===== config.mk =====
export PLATFORM = sky130hd
export DESIGN_NAME = crc16_frame_receiver_unit
export DESIGN_NICKNAME = d
export VERILOG_FILES = /design/src/rtl/crcfr_pkg.sv /design/src/rtl/crcfr_front.sv /design/src/rtl/crcfr_queue.sv /design/src/rtl/crc16_frame_receiver_unit.sv
export SDC_FILE = /design/constraint.sdc
export NUM_CORES = 1
export LEC_CHECK = 0
export BUFFER_PORTS_ARGS = -buffer_cell sky130_fd_sc_hd__buf_2
export CORE_MARGIN = 3
export CORE_UTILIZATION = 61
export CTS_CLUSTER_DIAMETER = 30
export CTS_CLUSTER_SIZE = 28
export DETAILED_ROUTE_END_ITERATION = 8
export PLACE_DENSITY = 0.76
export SLEW_MARGIN = 0
export SYNTH_ARGS = -nofsm -noshare
export SYNTH_HDL_FRONTEND = slang
export SYNTH_HIERARCHICAL = 1
export SYNTH_SLANG_ARGS = --single-unit

===== constraint.sdc =====
create_clock -name clk -period 5.3 [get_ports clk]
set_clock_uncertainty 0.15 [all_clocks]
set_input_delay 0.265 -clock clk [delete_from_list [all_inputs] [get_ports clk]]
set_output_delay 0.265 -clock clk [all_outputs]
set_load 0.05 [all_outputs]

===== src/rtl/crcfr_pkg.sv =====
// ----------------------------------------------------------------------------
// crcfr_pkg
// Shared types, status codes and the CRC-16/XMODEM byte update for the
// framed packet receiver.
// ----------------------------------------------------------------------------
package crcfr_pkg;

  // End of frame status codes
  typedef enum logic [2:0] {
    ST_OK         = 3'd0,
    ST_BAD_HEADER = 3'd1,
    ST_BAD_CRC    = 3'd2,
    ST_BAD_LENGTH = 3'd3,
    ST_OVERFLOW   = 3'd4
  } status_t;

  // Result kinds
  localparam logic KIND_PAYLOAD = 1'b0;
  localparam logic KIND_END     = 1'b1;

  // Configuration register indexes
  localparam logic [1:0] REG_HEADER_FIRST  = 2'd0;
  localparam logic [1:0] REG_HEADER_SECOND = 2'd1;

  localparam logic [7:0]  HEADER_FIRST_RESET  = 8'h5a;
  localparam logic [7:0]  HEADER_SECOND_RESET = 8'ha5;
  localparam logic [15:0] CRC_POLY = 16'h1021;
  localparam logic [15:0] CRC_INIT = 16'h0000;

  // One result beat
  typedef struct packed {
    logic       kind;
    logic [7:0] data_byte;
    logic [6:0] byte_index;
    status_t    status;
    logic [15:0] crc_value;
  } result_t;

  // Feed one byte into a CRC-16/XMODEM remainder, MSB first
  function automatic logic [15:0] crc16_feed(input logic [15:0] crc, input logic [7:0] b);
    logic [15:0] c;
    c = crc ^ {b, 8'h00};
    for (int k = 0; k < 8; k++) begin
      if (c[15]) begin
        c = {c[14:0], 1'b0} ^ CRC_POLY;
      end else begin
        c = {c[14:0], 1'b0};
      end
    end
    return c;
  endfunction

endpackage


===== src/rtl/crcfr_front.sv =====
// ----------------------------------------------------------------------------
// crcfr_front
// Accepts received bytes, tracks the frame position, runs the CRC and
// builds at most one result beat per byte for the result queue.
// ----------------------------------------------------------------------------
module crcfr_front #(
  parameter int FRAME_LIMIT = 128
) (
  input  logic                 clk,
  input  logic                 rst,
  input  logic                 cfg_write,
  input  logic [1:0]           cfg_index,
  input  logic [7:0]           cfg_data,
  input  logic                 in_take,
  input  logic [7:0]           byte_in,
  output logic                 res_push,
  output crcfr_pkg::result_t   res
);

  localparam logic [8:0] LIMIT = 9'(FRAME_LIMIT);

  logic [7:0]  header_first;
  logic [7:0]  header_second;
  logic [7:0]  byte_count, byte_count_next;
  logic [6:0]  payload_length, payload_length_next;
  logic [15:0] running_crc, running_crc_next;
  logic        header_seen_ok, header_seen_ok_next;
  logic [7:0]  first_crc_byte, first_crc_byte_next;

  logic [8:0]  cnt_inc;
  logic [8:0]  len_ext;
  logic [6:0]  idx_full;
  logic [15:0] crc_fed;

  // Configuration registers
  always_ff @(posedge clk) begin
    if (rst) begin
      header_first  <= crcfr_pkg::HEADER_FIRST_RESET;
      header_second <= crcfr_pkg::HEADER_SECOND_RESET;
    end else if (cfg_write) begin
      case (cfg_index)
        crcfr_pkg::REG_HEADER_FIRST:  header_first  <= cfg_data;
        crcfr_pkg::REG_HEADER_SECOND: header_second <= cfg_data;
        default: ;
      endcase
    end
  end

  assign cnt_inc  = {1'b0, byte_count} + 9'd1;
  assign len_ext  = {2'b00, payload_length};
  assign idx_full = cnt_inc[6:0] - 7'd4;
  assign crc_fed  = crcfr_pkg::crc16_feed(running_crc, byte_in);

  // Classify the byte by its frame position
  always_comb begin
    byte_count_next     = byte_count;
    payload_length_next = payload_length;
    running_crc_next    = running_crc;
    header_seen_ok_next = header_seen_ok;
    first_crc_byte_next = first_crc_byte;
    res_push            = 1'b0;
    res                 = '0;
    if (in_take) begin
      if (cnt_inc >= LIMIT) begin
        // Drop the byte, report overflow and restart
        res_push            = 1'b1;
        res.kind            = crcfr_pkg::KIND_END;
        res.status          = crcfr_pkg::ST_OVERFLOW;
        byte_count_next     = '0;
        payload_length_next = '0;
        running_crc_next    = crcfr_pkg::CRC_INIT;
        header_seen_ok_next = 1'b0;
        first_crc_byte_next = '0;
      end else begin
        byte_count_next = cnt_inc[7:0];
        if (cnt_inc == 9'd1) begin
          header_seen_ok_next = (byte_in == header_first);
          running_crc_next    = crc_fed;
        end else if (cnt_inc == 9'd2) begin
          header_seen_ok_next = header_seen_ok && (byte_in == header_second);
          running_crc_next    = crc_fed;
        end else if (cnt_inc == 9'd3) begin
          // Zero marks a zero or negative length
          payload_length_next = byte_in[7] ? 7'd0 : byte_in[6:0];
          running_crc_next    = crc_fed;
        end else if (payload_length == 7'd0) begin
          res_push            = 1'b1;
          res.kind            = crcfr_pkg::KIND_END;
          res.status          = crcfr_pkg::ST_BAD_LENGTH;
          byte_count_next     = '0;
          payload_length_next = '0;
          running_crc_next    = crcfr_pkg::CRC_INIT;
          header_seen_ok_next = 1'b0;
          first_crc_byte_next = '0;
        end else if (cnt_inc <= len_ext + 9'd3) begin
          // Payload byte: pass it on with its index
          running_crc_next = crc_fed;
          res_push         = 1'b1;
          res.kind         = crcfr_pkg::KIND_PAYLOAD;
          res.data_byte    = byte_in;
          res.byte_index   = idx_full;
        end else if (cnt_inc == len_ext + 9'd4) begin
          first_crc_byte_next = byte_in;
        end else begin
          // Last byte: check header, then CRC
          res_push  = 1'b1;
          res.kind  = crcfr_pkg::KIND_END;
          res.crc_value = running_crc;
          if (!header_seen_ok) begin
            res.status = crcfr_pkg::ST_BAD_HEADER;
          end else if ({first_crc_byte, byte_in} != running_crc) begin
            res.status = crcfr_pkg::ST_BAD_CRC;
          end else begin
            res.status = crcfr_pkg::ST_OK;
          end
          byte_count_next     = '0;
          payload_length_next = '0;
          running_crc_next    = crcfr_pkg::CRC_INIT;
          header_seen_ok_next = 1'b0;
          first_crc_byte_next = '0;
        end
      end
    end
  end

  // Frame state
  always_ff @(posedge clk) begin
    if (rst) begin
      byte_count     <= '0;
      payload_length <= '0;
      running_crc    <= crcfr_pkg::CRC_INIT;
      header_seen_ok <= 1'b0;
      first_crc_byte <= '0;
    end else begin
      byte_count     <= byte_count_next;
      payload_length <= payload_length_next;
      running_crc    <= running_crc_next;
      header_seen_ok <= header_seen_ok_next;
      first_crc_byte <= first_crc_byte_next;
    end
  end

  // Every end beat leaves a cleared frame behind
  a_end_restarts: assert property (@(posedge clk) disable iff (rst)
    res_push && res.kind == crcfr_pkg::KIND_END |=>
      byte_count == 8'd0 && running_crc == crcfr_pkg::CRC_INIT && !header_seen_ok)
    else $error("frame state not cleared after end beat");

  // The count stays below the frame limit
  a_count_bound: assert property (@(posedge clk) disable iff (rst)
    {1'b0, byte_count} < LIMIT)
    else $error("byte count reached frame limit");

  // Payload beats only come after the length byte
  a_payload_pos: assert property (@(posedge clk) disable iff (rst)
    res_push && res.kind == crcfr_pkg::KIND_PAYLOAD |-> byte_count >= 8'd3)
    else $error("payload beat before length byte");

endmodule


===== src/rtl/crcfr_queue.sv =====
// ----------------------------------------------------------------------------
// crcfr_queue
// Short result queue between the byte front end and the result port.
// Holds beats until the receiver pops them.
// ----------------------------------------------------------------------------
module crcfr_queue #(
  parameter int DEPTH = 4
) (
  input  logic               clk,
  input  logic               rst,
  input  logic               push,
  input  crcfr_pkg::result_t wr_data,
  input  logic               pop,
  output logic               full,
  output logic               empty,
  output crcfr_pkg::result_t rd_data
);

  localparam int PTR_W = (DEPTH > 1) ? $clog2(DEPTH) : 1;
  localparam int CNT_W = $clog2(DEPTH + 1);
  localparam logic [PTR_W-1:0] LAST = PTR_W'(DEPTH - 1);
  localparam logic [CNT_W-1:0] FULL_CNT = CNT_W'(DEPTH);

  crcfr_pkg::result_t slots [DEPTH];
  logic [PTR_W-1:0] wr_ptr;
  logic [PTR_W-1:0] rd_ptr;
  logic [CNT_W-1:0] count;
  logic             do_push;
  logic             do_pop;

  assign full    = (count == FULL_CNT);
  assign empty   = (count == '0);
  assign do_push = push && !full;
  assign do_pop  = pop && !empty;
  assign rd_data = slots[rd_ptr];

  // Store a beat
  always_ff @(posedge clk) begin
    if (do_push) begin
      slots[wr_ptr] <= wr_data;
    end
  end

  // Advance pointers and occupancy
  always_ff @(posedge clk) begin
    if (rst) begin
      wr_ptr <= '0;
      rd_ptr <= '0;
      count  <= '0;
    end else begin
      if (do_push) begin
        wr_ptr <= (wr_ptr == LAST) ? '0 : wr_ptr + PTR_W'(1);
      end
      if (do_pop) begin
        rd_ptr <= (rd_ptr == LAST) ? '0 : rd_ptr + PTR_W'(1);
      end
      case ({do_push, do_pop})
        2'b10:   count <= count + CNT_W'(1);
        2'b01:   count <= count - CNT_W'(1);
        default: ;
      endcase
    end
  end

  a_count_bound: assert property (@(posedge clk) disable iff (rst)
    count <= FULL_CNT)
    else $error("queue occupancy beyond depth");

  a_push_grows: assert property (@(posedge clk) disable iff (rst)
    do_push && !do_pop |=> count == $past(count) + CNT_W'(1))
    else $error("queue occupancy did not grow on push");

  a_ptr_gap: assert property (@(posedge clk) disable iff (rst)
    (count == '0 || count == FULL_CNT) |-> wr_ptr == rd_ptr)
    else $error("queue pointers disagree with occupancy");

endmodule


===== src/rtl/crc16_frame_receiver_unit.sv =====
// ----------------------------------------------------------------------------
// crc16_frame_receiver_unit
// Framed packet receiver with CRC-16/XMODEM check.
// ----------------------------------------------------------------------------
// Usage:
//   Bytes enter on byte_in with push; a byte is taken when push is high and
//   full is low. Frames are two header bytes, a signed length byte, the
//   payload and two CRC bytes, high byte first.
//   Results leave as a queue: while empty is low the oldest beat sits on
//   kind, data_byte, byte_index, status and crc_value; pop takes it.
//   Each payload byte gives a payload beat; the last byte of a frame, the
//   byte after a bad length byte or an overflowing byte gives one end beat.
//   One byte is taken every cycle while full is low; its beat, if any, is
//   written to the result queue as it is taken. The whole CRC byte update
//   is combinational, so throughput is one byte per clock while full is low.
//   When the receiver stops popping, the result queue (QUEUE_DEPTH beats)
//   fills and full rises; bytes that produce no beat are still held back
//   then.
//   Reset clears the frame state and the queue and loads the header
//   registers with 0x5a and 0xa5. Header writes on cfg_write take effect
//   on the next byte; an index beyond the two registers is ignored.
// ----------------------------------------------------------------------------
module crc16_frame_receiver_unit #(
  parameter int FRAME_LIMIT = 128,
  parameter int QUEUE_DEPTH = 4
) (
  input  logic        clk,
  input  logic        rst,
  input  logic        cfg_write,
  input  logic [1:0]  cfg_index,
  input  logic [7:0]  cfg_data,
  input  logic        push,
  output logic        full,
  input  logic [7:0]  byte_in,
  output logic        empty,
  input  logic        pop,
  output logic        kind,
  output logic [7:0]  data_byte,
  output logic [6:0]  byte_index,
  output logic [2:0]  status,
  output logic [15:0] crc_value
);

  logic               in_take;
  logic               res_push;
  crcfr_pkg::result_t res;
  crcfr_pkg::result_t head;

  assign in_take = push && !full;

  // Byte front end
  crcfr_front #(
    .FRAME_LIMIT(FRAME_LIMIT)
  ) u_front (
    .clk       (clk),
    .rst       (rst),
    .cfg_write (cfg_write),
    .cfg_index (cfg_index),
    .cfg_data  (cfg_data),
    .in_take   (in_take),
    .byte_in   (byte_in),
    .res_push  (res_push),
    .res       (res)
  );

  // Result queue
  crcfr_queue #(
    .DEPTH(QUEUE_DEPTH)
  ) u_queue (
    .clk     (clk),
    .rst     (rst),
    .push    (res_push),
    .wr_data (res),
    .pop     (pop),
    .full    (full),
    .empty   (empty),
    .rd_data (head)
  );

  assign kind       = head.kind;
  assign data_byte  = head.data_byte;
  assign byte_index = head.byte_index;
  assign status     = head.status;
  assign crc_value  = head.crc_value;

endmodule

# Yosys cells after proc, flatten, opt, wreduce, memory -nomap -nowiden
# Memory sizes are Yosys's and may differ from the RTL's. A register that Yosys moved wholly into a read port is not among the register bits.
# Index checks and enable logic that the tools add are counted.
[totals]
ff_bits = 63
ram_bits = 140
inputBits = 23
out_inout_bits = 37
elab_cells = 146
memories = 1
[classes]
add_sub_neg = 8
magnitude_cmp = 2
n_eq_ne = 23
muxes = 77
n_bitwise = 9
reduce_logical = 16
[mem_list]
columns = ["name", "words", "width", "read_ports", "rd_ports_with_merged_regs", "wr", "line_no", "text"]
rows = [
  ["u_queue.slots", 4, 35, 1, 1, 1, "crcfr_queue.sv:24", "crcfr_pkg::result_t slots [DEPTH];"],
]
[op_table]
columns = ["operator", "count"]
rows = [
  ["$mux 16", 9],
  ["$mux 35", 4],
  ["$mux 8", 14],
  ["$mux 13", 8],
  ["$mux 7", 8],
  ["$mux 15", 3],
  ["$mux 19", 2],
  ["$not 3->3", 8],
  ["$mux 1", 20],
  ["$eq 9x2->1 const B", 2],
  ["$eq 8x8->1", 2],
  ["$ne 16x16->1", 1],
  ["$xor 16x16->16", 1],
  ["$mux 2", 6],
  ["$ne 4x1->1 const B", 3],
  ["$ne 5x1->1 const B", 2],
  ["$reduce_and 5->1", 2],
  ["$add 8x1->9 const B", 1],
  ["$eq 9x1->1 const B", 1],
  ["$eq 9x9->1", 1],
  ["$ge 9x8->1 const B", 1],
  ["$le 9x9->1", 1],
  ["$add 7x2->8 const B", 1],
  ["$add 7x3->8 const B", 1],
  ["other kinds (20)", 33],
]

# Logic depth before layout (Yosys ltp)
# Gate-level depths: netlist of run 1.
[logic_depth]
depth_word = 23
mapped_depth = 21
ltp_nobuf = 20

# By module
# Netlist of run 1, hierarchy kept.
[by_module_without_submodules]
columns = ["mod", "n_inst", "cells_each", "area_per_inst_um2", "seq_area_each_um2"]
rows = [
  ["crcfr_queue", 1, 237, 5535.3, 4384.2],
  ["crcfr_front", 1, 434, 3866.2, 1121.1],
  ["crc16_frame_receiver_unit", 1, 1, 13.8, 0.0],
]

# Worst setup path before layout of run 1
# No wires, ideal clock.
[synth_timing]
kind = "reg-to-reg"
from = "register u_front.byte_count[0]"
to = "register u_queue.count[2]"
setup_ps = 70
arrival_time_ps = 4019
t_required_ps = 5080
path_slack_ps = 1061
stages_incl_launch_ff = 22
path_buffers = 2
period_less_slack_ps = 4239
cell_sequence = "dfxtp_1 ha_1 buf_4 and3_1 buf_4 xnor2_1 inv_1 ha_1 nand4_1 o22a_1 o21a_1 a41o_1 a31oi_1 or2_2 and2_4 inv_1 ha_1 inv_1 fa_1 xor2_1 or3_2 a21oi_1"
[synth_between]
elab_chain_cells = 13
elab_cells_between_ends = 20
classes_between = "1 x add/sub; 2 x order compare; 6 x eq/ne; 9 x mux; 2 x reduce/logical"
[synth_rtl]
columns = ["item", "line_no", "text"]
rows = [
  ["start, declared", "crcfr_front.sv:24", "logic [7:0] byte_count, byte_count_next;"],
  ["start signal, assigned", "crcfr_front.sv:135", "byte_count <= byte_count_next;"],
  ["$add 8x1->9 *", "crcfr_front.sv:49", "assign cnt_inc = {1'b0, byte_count} + 9'd1;"],
  ["parallel branches: the longest is 7 deep, another holds $le 9x9->1", "-", ""],
  ["$mux 1 *", "crcfr_front.sv:64", "if (cnt_inc >= LIMIT) begin"],
  ["$mux 1 *", "crcfr_front.sv:63", "if (in_take) begin"],
  ["net res_push", "crc16_frame_receiver_unit.sv:45", "logic res_push;"],
  ["$logic_and 1x1->1 *", "crcfr_queue.sv:33", "assign do_push = push && !full;"],
  ["$eq 2x1->1 or $eq 2x2->1 (tied branches)", "crcfr_queue.sv:57", "case ({do_push, do_pop})"],
  ["$pmux 3 s2 or $reduce_bool 2->1 (tied branches)", "-", ""],
  ["end signal, assigned", "crcfr_queue.sv:58", "2'b10: count <= count + CNT_W'(1);"],
  ["end signal, assigned", "crcfr_queue.sv:59", "2'b01: count <= count - CNT_W'(1);"],
  ["end, declared", "crcfr_queue.sv:27", "logic [CNT_W-1:0] count;"],
]
# Mark *: on every way through the listed nets, which the timed path passes.
# A chain may end at the register's enable or synchronous reset.

# Worst setup path in the final report of run 1
# Ends and elaborated chain as after synthesis.

==> flow_summary.toml, run 1 <==
[drt]
vias = 5678
drc = 0
dr.pass1.iters = 5
ant_nets = 0
wl_per_cell_um = 20.8
vias_per_cell = 5.92
drt-initial-drc-count = 352
wl_mm = 20.0

[floorplanning]
die_y_um = 130
dieArea_um2 = 17000
core_um2 = 14800
io_pins = 60
start_util = 0.636
die_x_um = 130
num_rows = 44

[sta]
tns_ps = 0
worst_pin_slew_ps = 1190
post-route-period-util = 0.913
max_freq_mhz = 207
finalHoldViolCount = 0
setup_violations = 0
rsz0062_at_grt = "false"
final_max_slew_viol_count = 0
fin_crit_ps = 4840
slew_headroom = 0.205
setup_slack_ps = 459

[yosys]
ys_warn_count = 6
synth_cell_types = 69
synth.cell_area_um2 = 9420
synth_edf_count = 140
synth-xor-area-share = 0.0819
synth_simple_gate_area_share = 0.0932
synth_nets = 720
synthFlopType = "edfxtp_1"
synth_compound_area_frac = 0.0627
synth_top_family_by_area = "multiplexers"
synthArstFlopShare = 0
yosys_register_bits = 205
yosysSeqAreaShare = 0.585
yosys.area_share.adder = 0.0340
avgSynthCellArea_um2 = 14.0
netlist_instances = 672
synth.area.mux_share = 0.105

[worst_setup_path]
crit_path_cell_trace = "ha_1 -> nand2_1 -> nor3_4 -> xnor2_1 -> ha_1 -> nand4_1 -> o22a_1 -> o21a_1 -> a41o_1 -> a31oi_1 -> or2_2 -> and2_4 -> inv_1 -> ha_1 -> inv_1 -> fa_1 -> xor2_1 -> or3_2 -> a21oi_1"
cp_data_required_time_ps = 5560
crit_path_end_kind = "flop"
crit_type = "flop to flop"
worst_ep_arrival_time_ps = 5100
start_kind = "flop"
ff2ff_path_depth = 19
cp_max_fo = 9
r2r_start = "u_front/byte_count[0]"
reg2reg_slack_ps = 460
critPathTopFamily = "simple AND/OR/NAND/NOR gates"
path_buf_inv = 2
reg2reg_to = "u_queue/count[2]"
slowest_stage = "dfxtp_1"
cpPeakStageDelay_ps = 500
crit_top_cell = "ha_1"

[clock_network]
clock-sinks = 205
cts_inserted_buffers = 37
cts_max_level = 2
cts_tree = "done"
cts_resized = 0
insertion_delay_ps = 510
cts-root-buf = "clkbuf_16"
path_clk_slew_ps = 50
clockBufferDepth = 3

[global_routing]
grt_pass1_vias = 5986
grt_overflow = 0
grt_usage = 0.249
grt_pass1_wl_mm = 32.3
grt_max_degree = 36
grt_antenna_before_repair = 0

[final_layout]
num-fill-cells = 905
post-route-util = 0.753
final_common_cell = "edfxtp_1"
drive_gt1_frac = 0.255
syn_to_final_growth_pct = 18.5
antenna-diode-count = 0
instances_no_fill = 959
mostFrequentLayoutCells = "edfxtp_1, dfxtp_1, buf_2, xnor2_1, nor2_1"
nets = 795

[power]
vdd_drop_max_mv = 0.250
p_leak_nw = 4.13
power_density_nw_per_um2 = 497

[placed_design]
dpl.hpwl_mm = 12.6
dp_slack_ps = 536
place_inst = 882
gp_congestion = 0.950
port_buffers = 59

[hold_path]
worstHoldPathCells = 2
hp-class = "input port to flop"
worstHoldStart = "byte_in[1]"
hold_end = "u_front/first_crc_byte[1]"

[status]
status = "completed"

[job]
cap_violations = 0
-- cells in the mapped netlist, drive strengths merged (20+ instances only) --
library cell / n / share of area
ha: 24 / 0.032
a22o: 31 / 0.029
nor2: 49 / 0.028
dfxtp: 65 / 0.14
inv: 37 / 0.015
xnor2: 57 / 0.054
mux4: 35 / 0.084
mux2i: 20 / 0.021
buf: 24 / 0.017
xor2: 25 / 0.023
nand2: 21 / 0.0097
edfxtp: 140 / 0.45
-- metal layers --
layer / vias to the layer above / GRT usage / share of wire
met4: 0 / 0.0844 / 0.022
li1: 2630 / - / -
met3: 38 / 0.0438 / 0.060
met5: - / 0 / 0
met2: 207 / 0.415 / 0.50
met1: 2803 / 0.335 / 0.42
-- where the power goes --
| part | internal [mW] | switching, mW |
|---|---|---|
| Sequential | 1.84 | 0.102 |
| Combinational | 0.458 | 0.810 |
| Clock | 1.53 | 0.803 |
-- cell families (layout without fill, tap and decap cells) --
kind of cell    count (synthesis)  count (layout)
fa+ha+maj                      25              25
flops                         205             205
simple gates                  149             149
xor+xnor                       84              84
buf+inv                        78             181
mux                            55              55
compound gates                 76              76
-- flip-flops by register name, indices dropped and copies added, names as in the netlist, named ones only --
| name | flops |
|---|---|
| u_queue/slots | 140 |
| u_front/header_first | 8 |
| u_queue/count | 3 |
| u_front/payload_length | 7 |
| u_front/header_seen_ok | 1 |
| u_front/first_crc_byte | 8 |
| u_front/running_crc | 16 |
| u_queue/rd_ptr | 2 |
| u_front/header_second | 8 |
| u_queue/wr_ptr | 2 |
| u_front/byte_count | 8 |
-- how the worst max path moves through the flow --
stage                                startpoint               end  slack (ps)  depth (start not counted)
after floorplan           u_front/byte_count[0]  u_queue/count[2]        1060                         21
after global placement    u_front/byte_count[0]  u_queue/count[2]         730                         19
after detailed placement  u_front/byte_count[0]  u_queue/count[2]         540                         19
after CTS                 u_front/byte_count[0]  u_queue/count[2]         530                         19
after global routing      u_front/byte_count[0]  u_queue/count[2]         180                         19
final                     u_front/byte_count[0]  u_queue/count[2]         460                         19
-- through the flow --
stage | cell area (um^2) | power (mW) | hold slack (ps)
floorplan | 9420 | 2.97 | 240
global placement | 9790 | 3.19 | 316
detailed placement | 9790 | 3.22 | 335
CTS | 11200 | 5.60 | 1.38
global route | 11200 | 5.77 | 24.8
finish | 11200 | 5.54 | 19.1
-- area by class of cell --
cell class	instances	area (um^2)	share of cell area
Sequential cell	205	5510	0.494
Multi-Input combinational cell	389	3550	0.318
Clock inverter	27	295	0.0265
Clock buffer	40	968	0.0868
Timing Repair Buffer	77	468	0.0420
Tap cell	184	230	0.0206
Inverter	37	139	0.0125
-- what timing repair did --
| action | in CTS | in global routing |
|---|---|---|
| setup buffers | 0 | 0 |
| endpoints found under the hold margin | 19 | 0 |
| hold buffers | 10 | 0 |
Power figures use the tool's default switching activity.
==> run 2, diff against run 1 <==
--- a/config.mk
+++ b/config.mk
@@ -5,6 +5,7 @@
 export SDC_FILE = /design/constraint.sdc
 export NUM_CORES = 1
 export LEC_CHECK = 0
+export ABC_AREA = 1
 export BUFFER_PORTS_ARGS = -buffer_cell sky130_fd_sc_hd__buf_2
 export CORE_MARGIN = 3
 export CORE_UTILIZATION = 61
==> flow_summary.toml, run 2 <==
[status]
status = "completed"

[floorplanning]
core_um2 = 16000
num_rows = 46
dieArea_um2 = 18000
die_y_um = 134
die_x_um = 134
io_pins = 60
start_util = 0.627

[final_layout]
nets = 1217
multi_input_area_um2 = 3940
largestRegisters = "u_queue/slots x140, u_front/running_crc x16"
final_common_cell = "nor2_1"
mostFrequentLayoutCells = "nor2_1, nand2_1, edfxtp_1, inv_1, o21ai_0"
seq_area_um2 = 5510
largest_reg_flops = 140
post-route-util = 0.738
top_register = "u_queue/slots"
antenna-diode-count = 0
stdcell_area_um2 = 11800
drive_gt1_frac = 0.152
num-fill-cells = 1186
syn_to_final_growth_pct = 17.6

[yosys]
yosys_register_bits = 205
synth_nets = 1144
yosysSeqAreaShare = 0.548
synth_cell_types = 42
synth_area_leaders = "edfxtp_1, dfxtp_1, nor2_1"
synth_top_cell_by_area = "edfxtp_1"
avgSynthCellArea_um2 = 9.16
synthFlopType = "edfxtp_1"
netlist_instances = 1096
synth_common_cells = "nor2_1, nand2_1, edfxtp_1"
yosysMostFrequentCell = "nor2_1"
synthArstFlopShare = 0
ys_warn_count = 6
synth_edf_count = 140
synth_top_area_share = 0.419
synth.cell_area_um2 = 10000

[sta]
final_max_slew_viol_count = 0
worst_pin_slew_ps = 884
max_freq_mhz = 247
fin_crit_ps = 4040
setup_violations = 0
slew_headroom = 0.405
rsz0062_at_grt = "false"
finalHoldViolCount = 0
post-route-period-util = 0.763
setup_slack_ps = 1260
tns_ps = 0

[worst_setup_path]
reg2reg_to = "u_queue/count[2]"
r2r_start = "u_front/byte_count[0]"
worst_ep_arrival_time_ps = 4290
slowest_stage = "dfxtp_1"
ff2ff_path_depth = 23
crit_type = "flop to flop"
start_kind = "flop"
path_buf_inv = 4
cp_num_cells = 23
cp-endpoint = "u_queue/count[2]"
crit_top_cell = "nand2_1"
crit_path_end_kind = "flop"
cpPeakStageDelay_ps = 500
cp_data_required_time_ps = 5550
cp_max_fo = 9
crit_path_cell_trace = "ha_1 -> nand3_2 -> o21ai_2 -> nand2_2 -> ha_1 -> nand2_1 -> inv_1 -> nand3_1 -> nand3b_1 -> nand2_1 -> nand2_1 -> nor3_1 -> o21ai_0 -> nand2_2 -> ha_1 -> inv_1 -> fa_1 -> inv_1 -> nand2_1 -> nand3_1 -> nand2_1 -> inv_1 -> nor2_1"
startpoint = "u_front/byte_count[0]"
reg2reg_slack_ps = 1260
critPathTopFamily = "simple AND/OR/NAND/NOR gates"

[global_routing]
grt_pass1_wl_mm = 37.7
grt_pass1_vias = 7506
grt_max_degree = 71
grt_antenna_before_repair = 0
grt_usage = 0.263
grt_overflow = 0

[drt]
wl_per_cell_um = 16.5
vias = 7893
wl_mm = 23.3
ant_nets = 0
drt-initial-drc-count = 609
dr.pass1.iters = 5
drc = 0
vias_per_cell = 5.59

[power]
p_int_mw = 4.31
seq_power_share = 0.294
clkPwrFrac = 0.312
switching_share = 0.415
power_density_nw_per_um2 = 625
pwr-share-comb = 0.394
p_leak_nw = 4.75
p_sw_mw = 3.06
vdd_drop_max_mv = 0.462

[clock_network]
cts_tree = "done"
cts_resized = 0
cts-root-buf = "clkbuf_16"
insertion_delay_ps = 510
clock-sinks = 205
cts_setup_buffers = 0
cts_inserted_buffers = 38
cts_max_level = 2
clockBufferDepth = 3
ctsHoldBuffers = 10
path_clk_slew_ps = 50

[placed_design]
gp_congestion = 0.916
dpl.hpwl_mm = 14.8
port_buffers = 59
dp_slack_ps = 1290
dpl_cell_area_um2 = 10500

[job]
cap_violations = 0

[hold_path]
hp-class = "input port to flop"
## run 2: cell types whose count changed in the layout (fill, tap and decap cells not counted), sizes merged, moves of 15 or more
cell and delta:
nor2 +181, o21ai +103, mux4 -35, xnor2 -39, nand2 +138, a21oi +28, and2 -15, inv +57
nand3 +39, a22o -31, mux2i -20, o22ai +37
## run 2: stage by stage
step | hold slack (ps) | power, mW | cells
5_1_grt | 76.1 | 7.80 | 1412
4_1_cts | 28.7 | 7.39 | 1412
3_3_place_gp | 310 | 5.00 | 1335
6_report | 50.1 | 7.38 | 1412
3_5_place_dp | 314 | 5.04 | 1335
2_1_floorplan | 192 | 4.42 | 1096
## run 2: worst min path at each step
stage	to	depth (start not counted)	startpoint
floorplan	u_front/byte_count[7]	1	rst
global placement	u_front/header_first[3]	2	u_front/header_first[3]
detailed placement	u_front/header_second[1]	2	u_front/header_second[1]
CTS	u_front/header_first[6]	4	cfg_index[0]
global route	u_front/header_first[4]	4	cfg_index[0]
finish	u_front/header_first[4]	4	cfg_index[0]
## run 2: layout make-up
cell class	count	area share
clock buffers	48	0.0880
inverters	99	0.0317
multi-input cells	748	0.334
repair buffers	77	0.0396
clock inverters	19	0.0172
well taps	216	0.0229
flip-flops and latches	205	0.467
## run 2: layer usage
metal | up-vias | wire (um) | track usage
li1 | 3846 | - | -
met1 | 3737 | 10000 | 0.351
met2 | 263 | 11400 | 0.431
met3 | 47 | 1390 | 0.0521
met4 | 0 | 500 | 0.0939
met5 | - | 0 | 0
## run 2: kinds of logic after synthesis
kind of cell / synth area share
compound gates: 0.110
xor+xnor: 0.0384
flops: 0.548
simple gates: 0.210
fa+ha+maj: 0.0319
buf+inv: 0.0618
## run 2: power groups by stage
| stage | combinational, mW | sequential [mW] | clock, mW |
|---|---|---|---|
| floorplan | 2.30 | 2.12 | 0 |
| global placement | 2.82 | 2.18 | 0 |
| detailed placement | 2.85 | 2.19 | 0 |
| CTS | 2.89 | 2.16 | 2.33 |
| global route | 3.20 | 2.19 | 2.41 |
| finish | 2.91 | 2.17 | 2.30 |
## run 2: tightest hold or removal path, cell delays in order
cell and delay [ps]:
buf_2 90, nor3_1 130, nand2_1 90, nand3_1 60
